File: src/rtl/plti_pkg.sv
package plti_pkg;

  localparam int MAX_KNOTS = 32;
  localparam int MAX_COMPS = 8;
  localparam int KNOT_W = $clog2(MAX_KNOTS);
  localparam int COMP_W = $clog2(MAX_COMPS);
  localparam int VADDR_W = KNOT_W + COMP_W;
  localparam int POS_W = 16;
  localparam int VAL_W = 32;
  localparam int OUT_W = 40;
  localparam int NUM_W = VAL_W + POS_W;
  localparam int DIV_STEPS = NUM_W;
  localparam int CNT_W = $clog2(DIV_STEPS + 1);
  localparam int KCFG_W = 6;
  localparam int MCFG_W = 4;
  localparam int CFG_DATA_W = 6;

  localparam logic [OUT_W-1:0] SAT_HI = {1'b0, {(OUT_W-1){1'b1}}};
  localparam logic [OUT_W-1:0] SAT_LO = {1'b1, {(OUT_W-1){1'b0}}};

  // request commands
  localparam logic [1:0] CMD_WRITE = 2'd0;
  localparam logic [1:0] CMD_VALUE = 2'd1;
  localparam logic [1:0] CMD_DERIV = 2'd2;

  // configuration register indexes
  localparam logic CFG_KNOTS = 1'b0;
  localparam logic CFG_COMPS = 1'b1;

  typedef enum logic [4:0] {
    S_IDLE, S_RD_LO, S_RD_HI, S_CHECK, S_SCAN_RD, S_SCAN_CHK, S_SEG_H, S_SEG_L,
    S_SEG_CAP, S_VAL_RDL, S_VAL_RDH, S_VAL_CAP, S_MUL_L, S_MUL_H, S_SUM, S_DIV,
    S_STORE, S_EMIT, S_ERR
  } state_t;

  typedef enum logic [4:0] {
    OP_IDLE, OP_RD_LO, OP_RD_HI, OP_CHECK, OP_SCAN_RD, OP_SCAN_CHK, OP_SEG_H,
    OP_SEG_L, OP_SEG_CAP, OP_VAL_RDL, OP_VAL_RDH, OP_VAL_CAP, OP_MUL_L, OP_MUL_H,
    OP_SUM, OP_DIV, OP_STORE, OP_EMIT, OP_ERR
  } dp_op_t;

  typedef struct packed {
    dp_op_t op;
    logic   accept;
  } ctl_t;

  typedef struct packed {
    logic out_of_range;
    logic eq_bound;
    logic scan_more;
    logic exact;
    logic div_done;
    logic pass_one;
    logic last_comp;
    logic out_free;
  } sts_t;

endpackage

File: src/rtl/plti_ctrl.sv
module plti_ctrl import plti_pkg::*; (
  input  logic       clk,
  input  logic       rst_n,
  input  logic       in_valid,
  input  logic [1:0] in_command,
  input  sts_t       sts,
  output logic       in_ready,
  output ctl_t       ctl
);

  state_t state_r, state_nxt;

  // advance state
  always_ff @(posedge clk) begin
    if (!rst_n) begin
      state_r <= S_IDLE;
    end else begin
      state_r <= state_nxt;
    end
  end

  // next state
  always_comb begin
    state_nxt = state_r;
    unique case (state_r)
      S_IDLE: begin
        if (in_valid && (in_command == CMD_VALUE || in_command == CMD_DERIV)) begin
          state_nxt = S_RD_LO;
        end
      end
      S_RD_LO:   state_nxt = S_RD_HI;
      S_RD_HI:   state_nxt = S_CHECK;
      S_CHECK: begin
        priority if (sts.out_of_range) begin
          state_nxt = S_ERR;
        end else if (sts.eq_bound) begin
          state_nxt = S_SEG_H;
        end else begin
          state_nxt = S_SCAN_RD;
        end
      end
      S_SCAN_RD:  state_nxt = S_SCAN_CHK;
      S_SCAN_CHK: state_nxt = sts.scan_more ? S_SCAN_RD : S_SEG_H;
      S_SEG_H:    state_nxt = S_SEG_L;
      S_SEG_L:    state_nxt = S_SEG_CAP;
      S_SEG_CAP:  state_nxt = S_VAL_RDL;
      S_VAL_RDL:  state_nxt = S_VAL_RDH;
      S_VAL_RDH:  state_nxt = S_VAL_CAP;
      S_VAL_CAP:  state_nxt = sts.exact ? S_EMIT : S_MUL_L;
      S_MUL_L:    state_nxt = S_MUL_H;
      S_MUL_H:    state_nxt = S_SUM;
      S_SUM:      state_nxt = S_DIV;
      S_DIV:      state_nxt = sts.div_done ? S_STORE : S_DIV;
      S_STORE:    state_nxt = sts.pass_one ? S_EMIT : S_MUL_L;
      S_EMIT: begin
        if (sts.out_free) begin
          state_nxt = sts.last_comp ? S_IDLE : S_VAL_RDL;
        end
      end
      S_ERR: begin
        if (sts.out_free) begin
          state_nxt = S_IDLE;
        end
      end
      default: state_nxt = S_IDLE;
    endcase
  end

  // drive datapath commands
  always_comb begin
    in_ready   = (state_r == S_IDLE);
    ctl.accept = (state_r == S_IDLE) && in_valid;
    unique case (state_r)
      S_IDLE:     ctl.op = OP_IDLE;
      S_RD_LO:    ctl.op = OP_RD_LO;
      S_RD_HI:    ctl.op = OP_RD_HI;
      S_CHECK:    ctl.op = OP_CHECK;
      S_SCAN_RD:  ctl.op = OP_SCAN_RD;
      S_SCAN_CHK: ctl.op = OP_SCAN_CHK;
      S_SEG_H:    ctl.op = OP_SEG_H;
      S_SEG_L:    ctl.op = OP_SEG_L;
      S_SEG_CAP:  ctl.op = OP_SEG_CAP;
      S_VAL_RDL:  ctl.op = OP_VAL_RDL;
      S_VAL_RDH:  ctl.op = OP_VAL_RDH;
      S_VAL_CAP:  ctl.op = OP_VAL_CAP;
      S_MUL_L:    ctl.op = OP_MUL_L;
      S_MUL_H:    ctl.op = OP_MUL_H;
      S_SUM:      ctl.op = OP_SUM;
      S_DIV:      ctl.op = OP_DIV;
      S_STORE:    ctl.op = OP_STORE;
      S_EMIT:     ctl.op = OP_EMIT;
      S_ERR:      ctl.op = OP_ERR;
      default:    ctl.op = OP_IDLE;
    endcase
  end

endmodule

File: config.mk
export PLATFORM = sky130hd
export DESIGN_NAME = plti_ctrl
export DESIGN_NICKNAME = d
export VERILOG_FILES = /design/src/rtl/plti_pkg.sv /design/src/rtl/plti_ctrl.sv
export SDC_FILE = /design/constraint.sdc
export NUM_CORES = 1
export LEC_CHECK = 0
export BUFFER_PORTS_ARGS = -buffer_cell sky130_fd_sc_hd__buf_2
export CAP_MARGIN = 20
export CELL_PAD_IN_SITES_DETAIL_PLACEMENT = 1
export CELL_PAD_IN_SITES_GLOBAL_PLACEMENT = 1
export CORE_UTILIZATION = 30
export CTS_BUF_LIST = sky130_fd_sc_hd__clkbuf_4
export DETAILED_ROUTE_END_ITERATION = 6
export GPL_TIMING_DRIVEN = 0
export MAX_ROUTING_LAYER = met4
export PLACE_DENSITY_LB_ADDON = 0.1
export SYNTH_ARGS = -nofsm -noshare
export SYNTH_HDL_FRONTEND = slang
export SYNTH_SLANG_ARGS = --single-unit
File: constraint.sdc
create_clock -name clk -period 3.25 [get_ports clk]
set_clock_uncertainty 0.2 [all_clocks]
set_input_delay 0.4875 -clock clk [delete_from_list [all_inputs] [get_ports clk]]
set_output_delay 0.4875 -clock clk [all_outputs]
set_load 0.05 [all_outputs]
==> impl_results.md, run 1 <==
- Synth area leader: dfxtp_1
- Worst setup EP type: primary output
- RSZ-0062 raised after global routing: no
- WP data arrival: between 1.5 and 2 ns
- Clock root buffer: clkbuf_4
- Pleak: 0.3080 nW
- Post-CTS Setup Repair Bufs: 0
- Routed via count: approximately 670
- WP data required: 2.56 ns
- Max frequency: roughly 420 MHz
- Number of I/O pins: 20
- R2r endpoint: state_r[2]$_SDFFE_PN0N_
- Die Y: 48.35 µm
- Min-Delay Path Class: in -> reg
- Worst-skew pair later-pin latency: about 0.26 ns
- CTS tree: yes
- Top cells by area, synth: dfxtp_1 31%, nand3b_1 7.0%, o31a_1 5.4%, o311ai_4 4.1%, nand4b_1 4.1%
- Fin crit period: 2.409 ns
- Critical Path Source: state_r[0]$_SDFFE_PN0N_
- # hold bufs at CTS: 0
- Remaining DRCs: 0
- Grt ovf: 0
- Full die area: 2337 µm²
- Final GP Congestion: 0.7316
- First-pass GRT wire length: between 3000 and 4000 µm
- PwrDens: 564.9 nW/µm²
- Share of layout cells above drive strength 1: 0.2784
- FF/Latch Area: 200.2 µm²
- Synth warn: 0
- Core Region: 1982 µm²
- Most used routing layer: met2
- DPL Wire Length: approximately 1400 µm
- Final number of setup-violating endpoints: 0
- Hold Fails Final Rpt: 0
- Num CTS Buffers: 3
- Post-synth top area share: 0.3107
- Post-synthesis average cell area: 8.708 µm²
- Row count: 16
- Peak VDD IR: 0.2928 mV
- Met1 usage: 0.2004
- Max cap viols: 0
- Worst reg2reg path depth: 5
- Clock sinks: 10
- Slew HR: 0.6502
- Area Growth Syn to Fin: 24.08%
- Met3 Use GR: 0.05346
- Post-Route WL: 1786 µm
- Pre-CTS WS: 1.118 ns
- Antenna Nets Post-Route: 0
- FF-to-FF setup slack: 1.39 ns
- Synth unique cells: 37
- Port-buffer cells: 19
- WL/cell: 14.40 µm
- Register area share after synthesis: 0.3107
- Final setup margin: roughly 0.84 ns
- Post-Synthesis Cells: 74
- Post-synth ARST share: 0
- Setup crit end: ctl[0]
- Worst Tran Pin Value: 0.5207 ns
- Met2 Usage GRT: 0.3239
- Initial DRC count: 5
- Critical-path maximum fanout: 6
- Longest Clk Path Bufs: 2
- Outcome: complete, no violations
- CP Class: reg -> out
- NumNets Final: 111
- Synthesized flop and latch total: 10
- Initial antenna violation count: 0
- Vias in the first global route: between 700 and 800
- # diodes: 0
- Fin. max-slew vios: 0
- Fillers: 250
- Largest net degree at the start of global routing: 11
- Area of the mapped netlist: 644.4 µm²
- Detailed Routing Iterations Pass 1: 4
- DR vias/cell: between 5 and 6
- Reg2Reg Launch Point: state_r[3]$_SDFFE_PN0N_
- Die span in x: 48.35 µm
- Tcrit/Tclk final: 0.7413
- Dominant synthesized flop cell: dfxtp_1
- GR Util All Layers: 0.1806
- Reg clk slew, reported paths: about 0.070 ns
- Post-Syn Nets: 87
- Finished Core Util: 0.4034
- Post-CTS resize count: 0
- Htree depth: 1
- Post-synth EDFFs: 0
- Final TNS setup: 0 ns
- Area of the multi-input gates: 409.1 µm²
- Initial Util: 0.3251
- Critical path startpoint category: flop
==> worst max-delay path, cell delays in order (launching register included) <==
cell,delay [ns]
dfxtp_1,0.39
or4_4,0.58
nor2_1,0.12
and2_1,0.12
buf_2,0.25
==> synthesized netlist by cell type, drive strengths merged (2+ instances only) <==
cell and count:
or3 2, nand3b 6, nor2 3, nor2b 2, clkbuf 3, o21ai 3
nand2 5, nand4b 3, a21oi 2, nand3 3, a21boi 3, a31oi 2
and2 2, o31a 4, nand2b 2, buf 3, dfxtp 10
==> sequential cells by signal, summed over array words and instances, names as in the netlist <==
name / cells
ctl: 5
state_r: 5
==> cells by family (layout without fill, tap and decap cells) <==
kind of cell           count (synthesis)  count (layout)  share of synthesized area
multiplexers                           1               1                    0.01553
XOR/XNOR                               2               2                    0.02719
AND/OR/NAND/NOR                       34              34                     0.3398
AO/OA/AOI/OAI                         20              20                     0.2524
buffers and inverters                  7              30                    0.05435
flip-flops                            10              10                     0.3107
==> power breakdown <==
part           leakage (nW)  total (W)  internal (W)  switching [W]
clock                0.0154  0.0000866     0.0000443      0.0000422
combinational         0.211   0.000212     0.0000750       0.000137
sequential           0.0814   0.000153      0.000139      0.0000140
==> how the worst min path moves through the flow <==
stage / from / endpoint / slack [ns] / depth (start not counted)
finish: sts[0] / state_r[0]$_SDFFE_PN0N_ / 0.35 / 3
global route: sts[0] / ctl[1]$_DFF_P_ / 0.35 / 3
CTS: rst_n / state_r[1]$_SDFFE_PN0N_ / 0.34 / 2
detailed placement: state_r[1]$_SDFFE_PN0N_ / state_r[3]$_SDFFE_PN0N_ / 0.55 / 3
global placement: state_r[1]$_SDFFE_PN0N_ / state_r[3]$_SDFFE_PN0N_ / 0.53 / 3
floorplan: rst_n / ctl[2]$_DFF_P_ / 0.42 / 1
==> through the flow <==
step                instance area, µm²  hold slack [ns]  std cells  total power (W)
CTS                              799.5           0.3405        124        0.0004598
global placement                 773.2           0.5323        120        0.0003669
global route                     799.5           0.3468        124        0.0004854
detailed placement               773.2           0.5454        120        0.0003694
floorplan                        644.4           0.4154         74        0.0003174
finish                           799.5           0.3461        124        0.0004517
==> area by class of cell <==
type / count / area share
plain buffers: 6 / 0.03912
repair buffers: 19 / 0.1189
well taps: 27 / 0.04225
flip-flops and latches: 10 / 0.2504
clock buffers: 3 / 0.02817
multi-input cells: 57 / 0.5117
clock inverters: 1 / 0.004695
inverters: 1 / 0.004695
==> placed cells by master, fill, tap and decap left out, drive strengths merged, types with 4 or more instances in the layout <==
cell type,synthesis,final
o31a,4,4
nand3b,6,6
dfxtp,10,10
clkbuf,3,6
buf,3,22
nand2,5,5
==> routing by layer <==
metal  part of all wire  wire (µm)
met4             0.0039          7
met2               0.49        869
met3              0.047         84
met5                  0          0
met1               0.46        825
(Power assumes the default switching activity.)
==> run 2: changes to the inputs <==
ABC_AREA = 1   (was default)
clock period = 2.19 ns   (was 3.25 ns; I/O delays follow)
==> impl_results.md, run 2 <==
- Pre-CTS WS: 0.5854 ns (-0.5324 ns)
- Max cap viols: 0 (unchanged)
- Grt ovf: 0 (unchanged)
- Slew HR: 0.7106 (+0.06042)
- Hold Crit Start: rst_n
- Worst-skew pair later-pin latency: 0.26 ns (about the same)
- Peak VDD IR: 0.7601 mV (+160%)
- Hold Crit Depth: 3 (unchanged)
- Tcrit/Tclk final: 0.8612
- Final setup margin: 0.3040 ns (-0.5368 ns)
- Min-Delay Path Class: in -> reg
- # hold bufs at CTS: 0 (unchanged)
- Most frequent cells in the layout: 24 x nand2_1, 19 x buf_2, 18 x nor2_1, 16 x inv_1
- Part of the power in the clock network: 0.145 (-0.047)
- DR vias/cell: 4.600 (-15%)
- Comb power frac: 0.560 (+0.090)
- Post-CTS resize count: 0 (unchanged)
- Longest Clk Path Bufs: 2 (unchanged)
- Critical-path maximum fanout: 6 (unchanged)
- Routed via count: 690 (+3.1%)
- Post-Route WL: 1572 µm (-12%)
- DPL Wire Length: 1331 µm (-2.5%)
- Area of the mapped netlist: 615.6 µm² (-4.5%)
- Post-synth EDFFs: 0 (unchanged)
- PwrDens: 1157 nW/µm² (+100%)
- Post-CTS Setup Repair Bufs: 0 (unchanged)
- Htree depth: 1 (unchanged)
- GR Util All Layers: 0.1722 (-0.008450)
- Full die area: 2237 µm² (-4.3%)
- Cell-internal power: 0.0004261 W (+65%)
- Final TNS setup: 0 ns (unchanged)
- Fillers: 283 (+13%)
- Post-Syn Nets: 113 (+30%)
- Port-buffer cells: 19 (unchanged)
- Commonest non-fill, non-tap cell in the layout: nand2_1
- Outcome: complete, no violations
- Synthesized flop and latch total: 10 (unchanged)
- Initial antenna violation count: 0 (unchanged)
- RSZ-0062 raised after global routing: no
- Row count: 16 (unchanged)
- Area Growth Syn to Fin: 25.20%
- Top-count cell post-synth: nand2_1
- Antenna Nets Post-Route: 0 (unchanged)
- WP data arrival: 1.36 ns (-0.36 ns)
- Fin crit period: 1.886 ns
- WP data required: 1.66 ns (-0.90 ns)
- Number of I/O pins: 20 (unchanged)
- NumNets Final: 137 (+23%)
- Post-Synthesis Cells: 100 (+35%)
- CTS tree: yes
- Switch share: 0.5221 (+0.09392)
- Num CTS Buffers: 3 (unchanged)
- WL/cell: 10.48 µm (-27%)
- Worst hold slack: 0.1112 ns (-0.2350 ns)
- Post-synth top area share: 0.3252 (+0.01452)
- Die span in x: 47.30 µm (-2.2%)
- Synth area leader: dfxtp_1
- Remaining DRCs: 0 (unchanged)
- Hold Fails Final Rpt: 0 (unchanged)
- Register area share after synthesis: 0.3252 (+0.01452)
- Worst Tran Pin Value: 0.4335 ns (-0.08721 ns)
- Max frequency: 530.2 MHz
- Pleak: 0.4383 nW (+42%)
- Clock root buffer: clkbuf_4
- Detailed Routing Iterations Pass 1: 2 (-2)
- Reg clk slew, reported paths: 0.06 ns (about the same)
- Worst reg2reg path depth: 5 (unchanged)
- Reg power frac: 0.296 (-0.043)
- R2r endpoint: state_r[4]$_SDFFE_PN0N_
- Clock sinks: 10 (unchanged)
- Post-synth ARST share: 0 (unchanged)
- CP Class: reg -> out
- Largest net degree at the start of global routing: 8 (-3)
- Top cells by area, synth: dfxtp_1 33%, nand2_1 15%, nor2_1 11%, inv_1 9.8%, nand3_1 8.1%
- Reg2Reg Launch Point: state_r[4]$_SDFFE_PN0N_
- Vias in the first global route: 611 (-14%)
- Post-synthesis average cell area: 6.156 µm² (-29%)
- Fin. max-slew vios: 0 (unchanged)
- Non-filler cells, final: 150 (+21%)
- First-pass GRT wire length: 2518 µm (-21%)
- Synth unique cells: 19 (-49%)
- Initial Util: 0.3170 (-0.008116)
- Die Y: 47.30 µm (-2.2%)
- Worst setup EP type: primary output
- Critical path startpoint category: flop
- Share of layout cells above drive strength 1: 0.2846 (+0.006202)
- Commonest cells in the netlist: 24 x nand2_1, 18 x nor2_1, 16 x inv_1, 10 x dfxtp_1, 10 x nand3_1
- Final number of setup-violating endpoints: 0 (unchanged)
- Switching pwr: 0.0004654 W (+140%)
- # diodes: 0 (unchanged)
- Dominant synthesized flop cell: dfxtp_1
- Synth warn: 0 (unchanged)
- Initial DRC count: 10 (+5)
- Placed Cells: 146 (+22%)
- Final GP Congestion: 0.7991 (+9.2%)
- FF-to-FF setup slack: 0.57 ns (-0.82 ns)
- Hold EP: ctl[2]$_DFF_P_
- Core Region: 1942 µm² (-2.0%)
## run 2: cell types whose count changed in the layout (fill, tap and decap cells not counted), sizes merged, moves of 4 or more
cell    change
nor2       +22
nand3       +8
nand2      +20
o31a        -4
inv        +18
nand3b      -5
## run 2: stage by stage
stage	total power (W)	instance area, µm²	util
floorplan	0.0006548	615.6	-
global placement	0.0007653	744.5	0.3834
detailed placement	0.0007717	744.5	0.3834
CTS	0.0009050	770.7	0.3969
global route	0.0009633	770.7	0.3969
finish	0.0008916	770.7	0.3969
## run 2: metal layers
metal | wire, µm | vias to the layer above | GRT usage
met5 | 0 | - | -
met4 | 41 | 0 | 0.1029
met3 | 39 | 4 | 0.02308
met2 | 727 | 10 | 0.2630
met1 | 764 | 318 | 0.2128
li1 | - | 358 | -
## run 2: logic make-up after synthesis
| logic type | share of synthesized area |
|---|---|
| flops | 0.3252 |
| buf+inv | 0.1199 |
| simple gates | 0.5020 |
| compound gates | 0.05284 |
## run 2: worst max-delay path, stage by stage (launching register included)
cell and delay, ns:
dfxtp_1 0.38, nor2_4 0.21, nand3_2 0.13, nor2_1 0.11, buf_2 0.27
## run 2: final cells by class
cell class              instances  area, µm²  share of cell area
clock buffers                   3      22.52             0.02922
clock inverters                 1      3.754            0.004870
inverters                      19      73.82             0.09578
multi-input cells              71      341.6              0.4432
flip-flops and latches         10      200.2              0.2597
well taps                      27      33.78             0.04383
repair buffers                 19      95.09              0.1234
## run 2: how the worst max path moves through the flow
stage / startpoint / end / slack (ns) / depth (start not counted)
floorplan: state_r[2]$_SDFFE_PN0N_ / ctl[0] / 0.35 / 3
global placement: state_r[2]$_SDFFE_PN0N_ / ctl[0] / 0.59 / 4
detailed placement: state_r[2]$_SDFFE_PN0N_ / ctl[0] / 0.59 / 4
CTS: state_r[3]$_SDFFE_PN0N_ / ctl[0] / 0.28 / 4
global route: state_r[3]$_SDFFE_PN0N_ / ctl[0] / 0.16 / 4
finish: state_r[2]$_SDFFE_PN0N_ / ctl[0] / 0.30 / 4
## run 2: power by group through the flow
stage | registers [W] | logic, W | clock network, W
after floorplan | 0.000341 | 0.000314 | 0
after global placement | 0.000268 | 0.000498 | 0
after detailed placement | 0.000268 | 0.000504 | 0
after CTS | 0.000264 | 0.000506 | 0.000135
after global routing | 0.000272 | 0.000546 | 0.000146
final | 0.000263 | 0.000499 | 0.000129
==> run 3: changes to the inputs <==
BUFFER_PORTS_ARGS = default   (was -buffer_cell sky130_fd_sc_hd__buf_2)
DONT_BUFFER_PORTS = 1   (was default)
==> impl_results.md, run 3 (same netlist as run 2, synthesis figures left out) <==
- RSZ-0062 raised after global routing: no
- Clock sinks: 10 (unchanged)
- Fin. max-slew vios: 0 (unchanged)
- Remaining DRCs: 0 (unchanged)
- Critical-path maximum fanout: 6 (unchanged)
- Final TNS setup: 0 ns (unchanged)
- Non-filler cells, final: 131 (-13%)
- DR vias/cell: 4.519 (-1.8%)
- Final setup margin: 0.2019 ns (-0.1022 ns)
- Initial Util: 0.3170 (unchanged)
- Hold Fails Final Rpt: 0 (unchanged)
- WP data required: 1.66 ns (about the same)
- Share of layout cells above drive strength 1: 0.1635 (-0.1211)
- First-pass GRT wire length: 2290 µm (-9.1%)
- Finished Core Util: 0.3524 (-0.04446)
- Antenna Nets Post-Route: 0 (unchanged)
- Post-route cell area: 684.4 µm² (-11%)
- Row count: 16 (unchanged)
- FF-to-FF setup slack: 0.64 ns (+0.07 ns)
- Full die area: 2237 µm² (unchanged)
- Initial DRC count: 2 (-8)
- Core Region: 1942 µm² (unchanged)
- Reg clk slew, reported paths: 0.06 ns (about the same)
- Longest Clk Path Bufs: 2 (unchanged)
- WL/cell: 10.89 µm (+3.9%)
- Placed Cells: 127 (-13%)
- GR Util All Layers: 0.1545 (-0.01766)
- CP Class: reg -> out
- Hold Crit Depth: 2 (-1)
- Pleak: 0.3590 nW (-18%)
- Worst-skew pair later-pin latency: 0.26 ns (about the same)
- Final GP Congestion: 0.8163 (+2.2%)
- CTS tree: yes
- Die Y: 47.30 µm (unchanged)
- Critical path startpoint category: flop
- WP data arrival: 1.46 ns (+0.10 ns)
- Max frequency: 503.0 MHz (-5.1%)
- Die span in x: 47.30 µm (unchanged)
- Min-Delay Path Class: in -> reg
- Number of I/O pins: 20 (unchanged)
- R2r endpoint: state_r[1]$_SDFFE_PN0N_
- Vias in the first global route: 555 (-9.2%)
- DPL Wire Length: 1179 µm (-11%)
- PwrDens: 1217 nW/µm² (+5.2%)
- Post-CTS Setup Repair Bufs: 0 (unchanged)
- Largest net degree at the start of global routing: 8 (unchanged)
- Pre-CTS WS: 0.2387 ns (-0.3467 ns)
- Fin crit period: 1.988 ns (+0.1022 ns)
- Area Growth Syn to Fin: 11.18%
- Most frequent cells in the layout: 24 x nand2_1, 17 x nor2_1, 16 x inv_1, 10 x nand3_1, 10 x dfxtp_1
- Reg2Reg Launch Point: state_r[2]$_SDFFE_PN0N_
- Worst setup EP type: primary output
- Clock root buffer: clkbuf_4
- Port-buffer cells: 0 (-19)
- Num CTS Buffers: 3 (unchanged)
- Post-Route WL: 1427 µm (-9.2%)
- Worst reg2reg path depth: 7 (+2)
- NumNets Final: 119 (-13%)
- Hold EP: state_r[4]$_SDFFE_PN0N_
- Worst Tran Pin Value: 0.5472 ns (+0.1137 ns)
- Max cap viols: 0 (unchanged)
- Commonest non-fill, non-tap cell in the layout: nand2_1
- Final number of setup-violating endpoints: 0 (unchanged)
- Initial antenna violation count: 0 (unchanged)
- Routed via count: 592 (-14%)
- Peak VDD IR: 0.5798 mV (-24%)
- Hold Crit Start: rst_n
- Placed Instance Area: 649.4 µm² (-13%)
- Htree depth: 1 (unchanged)
- Tcrit/Tclk final: 0.9078 (+0.04664)
- Slew HR: 0.6348 (-0.07579)
- Detailed Routing Iterations Pass 1: 4 (+2)
- Grt ovf: 0 (unchanged)
- # diodes: 0 (unchanged)
- Outcome: complete, no violations
-- run 3: changes by cell type in the layout (fill, tap and decap cells not counted), sizes merged --
cell | before | now
dlygate4sd3 | 0 | 1
buf | 19 | 0
clkinv | 1 | 0
-- run 3: layout make-up --
type / count / area, µm²
clock buffer: 3 / 22.52
fill: 271 / 1257
inverter: 19 / 73.82
multi-input combinational: 71 / 344.1
sequential: 10 / 200.2
tap: 27 / 33.78
timing repair buffer: 1 / 10.01
-- run 3: worst max-delay path by stage --
stage / from / endpoint / slack (ns)
6_report: state_r[3]$_SDFFE_PN0N_ / ctl[0] / 0.20
3_3_place_gp: state_r[2]$_SDFFE_PN0N_ / ctl[0] / 0.24
2_1_floorplan: state_r[2]$_SDFFE_PN0N_ / ctl[0] / 0.35
4_1_cts: state_r[2]$_SDFFE_PN0N_ / ctl[0] / 0.17
3_5_place_dp: state_r[2]$_SDFFE_PN0N_ / ctl[0] / 0.24
5_1_grt: state_r[3]$_SDFFE_PN0N_ / ctl[0] / 0.08
-- run 3: metrics by stage --
stage                     total power, W  hold slack (ns)
after detailed placement       0.0007215           0.2485
final                          0.0008327          0.08069
after floorplan                0.0006548           0.2323
after CTS                      0.0008508          0.07622
after global routing           0.0009026           0.1050
after global placement         0.0007184           0.2480
-- run 3: per-layer routing --
metal | wire, µm | GRT usage | part of all wire | vias to the layer above
met5 | 0 | - | 0 | -
met4 | 29 | 0.08571 | 0.020 | 0
met3 | 35 | 0.01538 | 0.025 | 4
met2 | 657 | 0.2329 | 0.46 | 10
met1 | 705 | 0.1995 | 0.49 | 263
li1 | - | - | - | 315
-- run 3: where the power goes --
group	internal [W]	switching, W
registers	0.000228	0.000119
clock network	0.0000630	0.0000546
logic	0.0000980	0.000269
total	0.000389	0.000443
-- run 3: repair_timing --
| action | 4_1_cts | 5_1_grt |
|---|---|---|
| hold endpoints to repair | 4 | 0 |
| hold buffers | 1 | 0 |
| gates resized for setup | 1 | 0 |
| setup endpoints to repair | 1 | 0 |
-- run 3: worst max-delay path: stages (launching register included) --
cell     delay (ns)
dfxtp_1        0.40
nor2_4         0.20
nand3_2        0.14
nor2_2         0.45
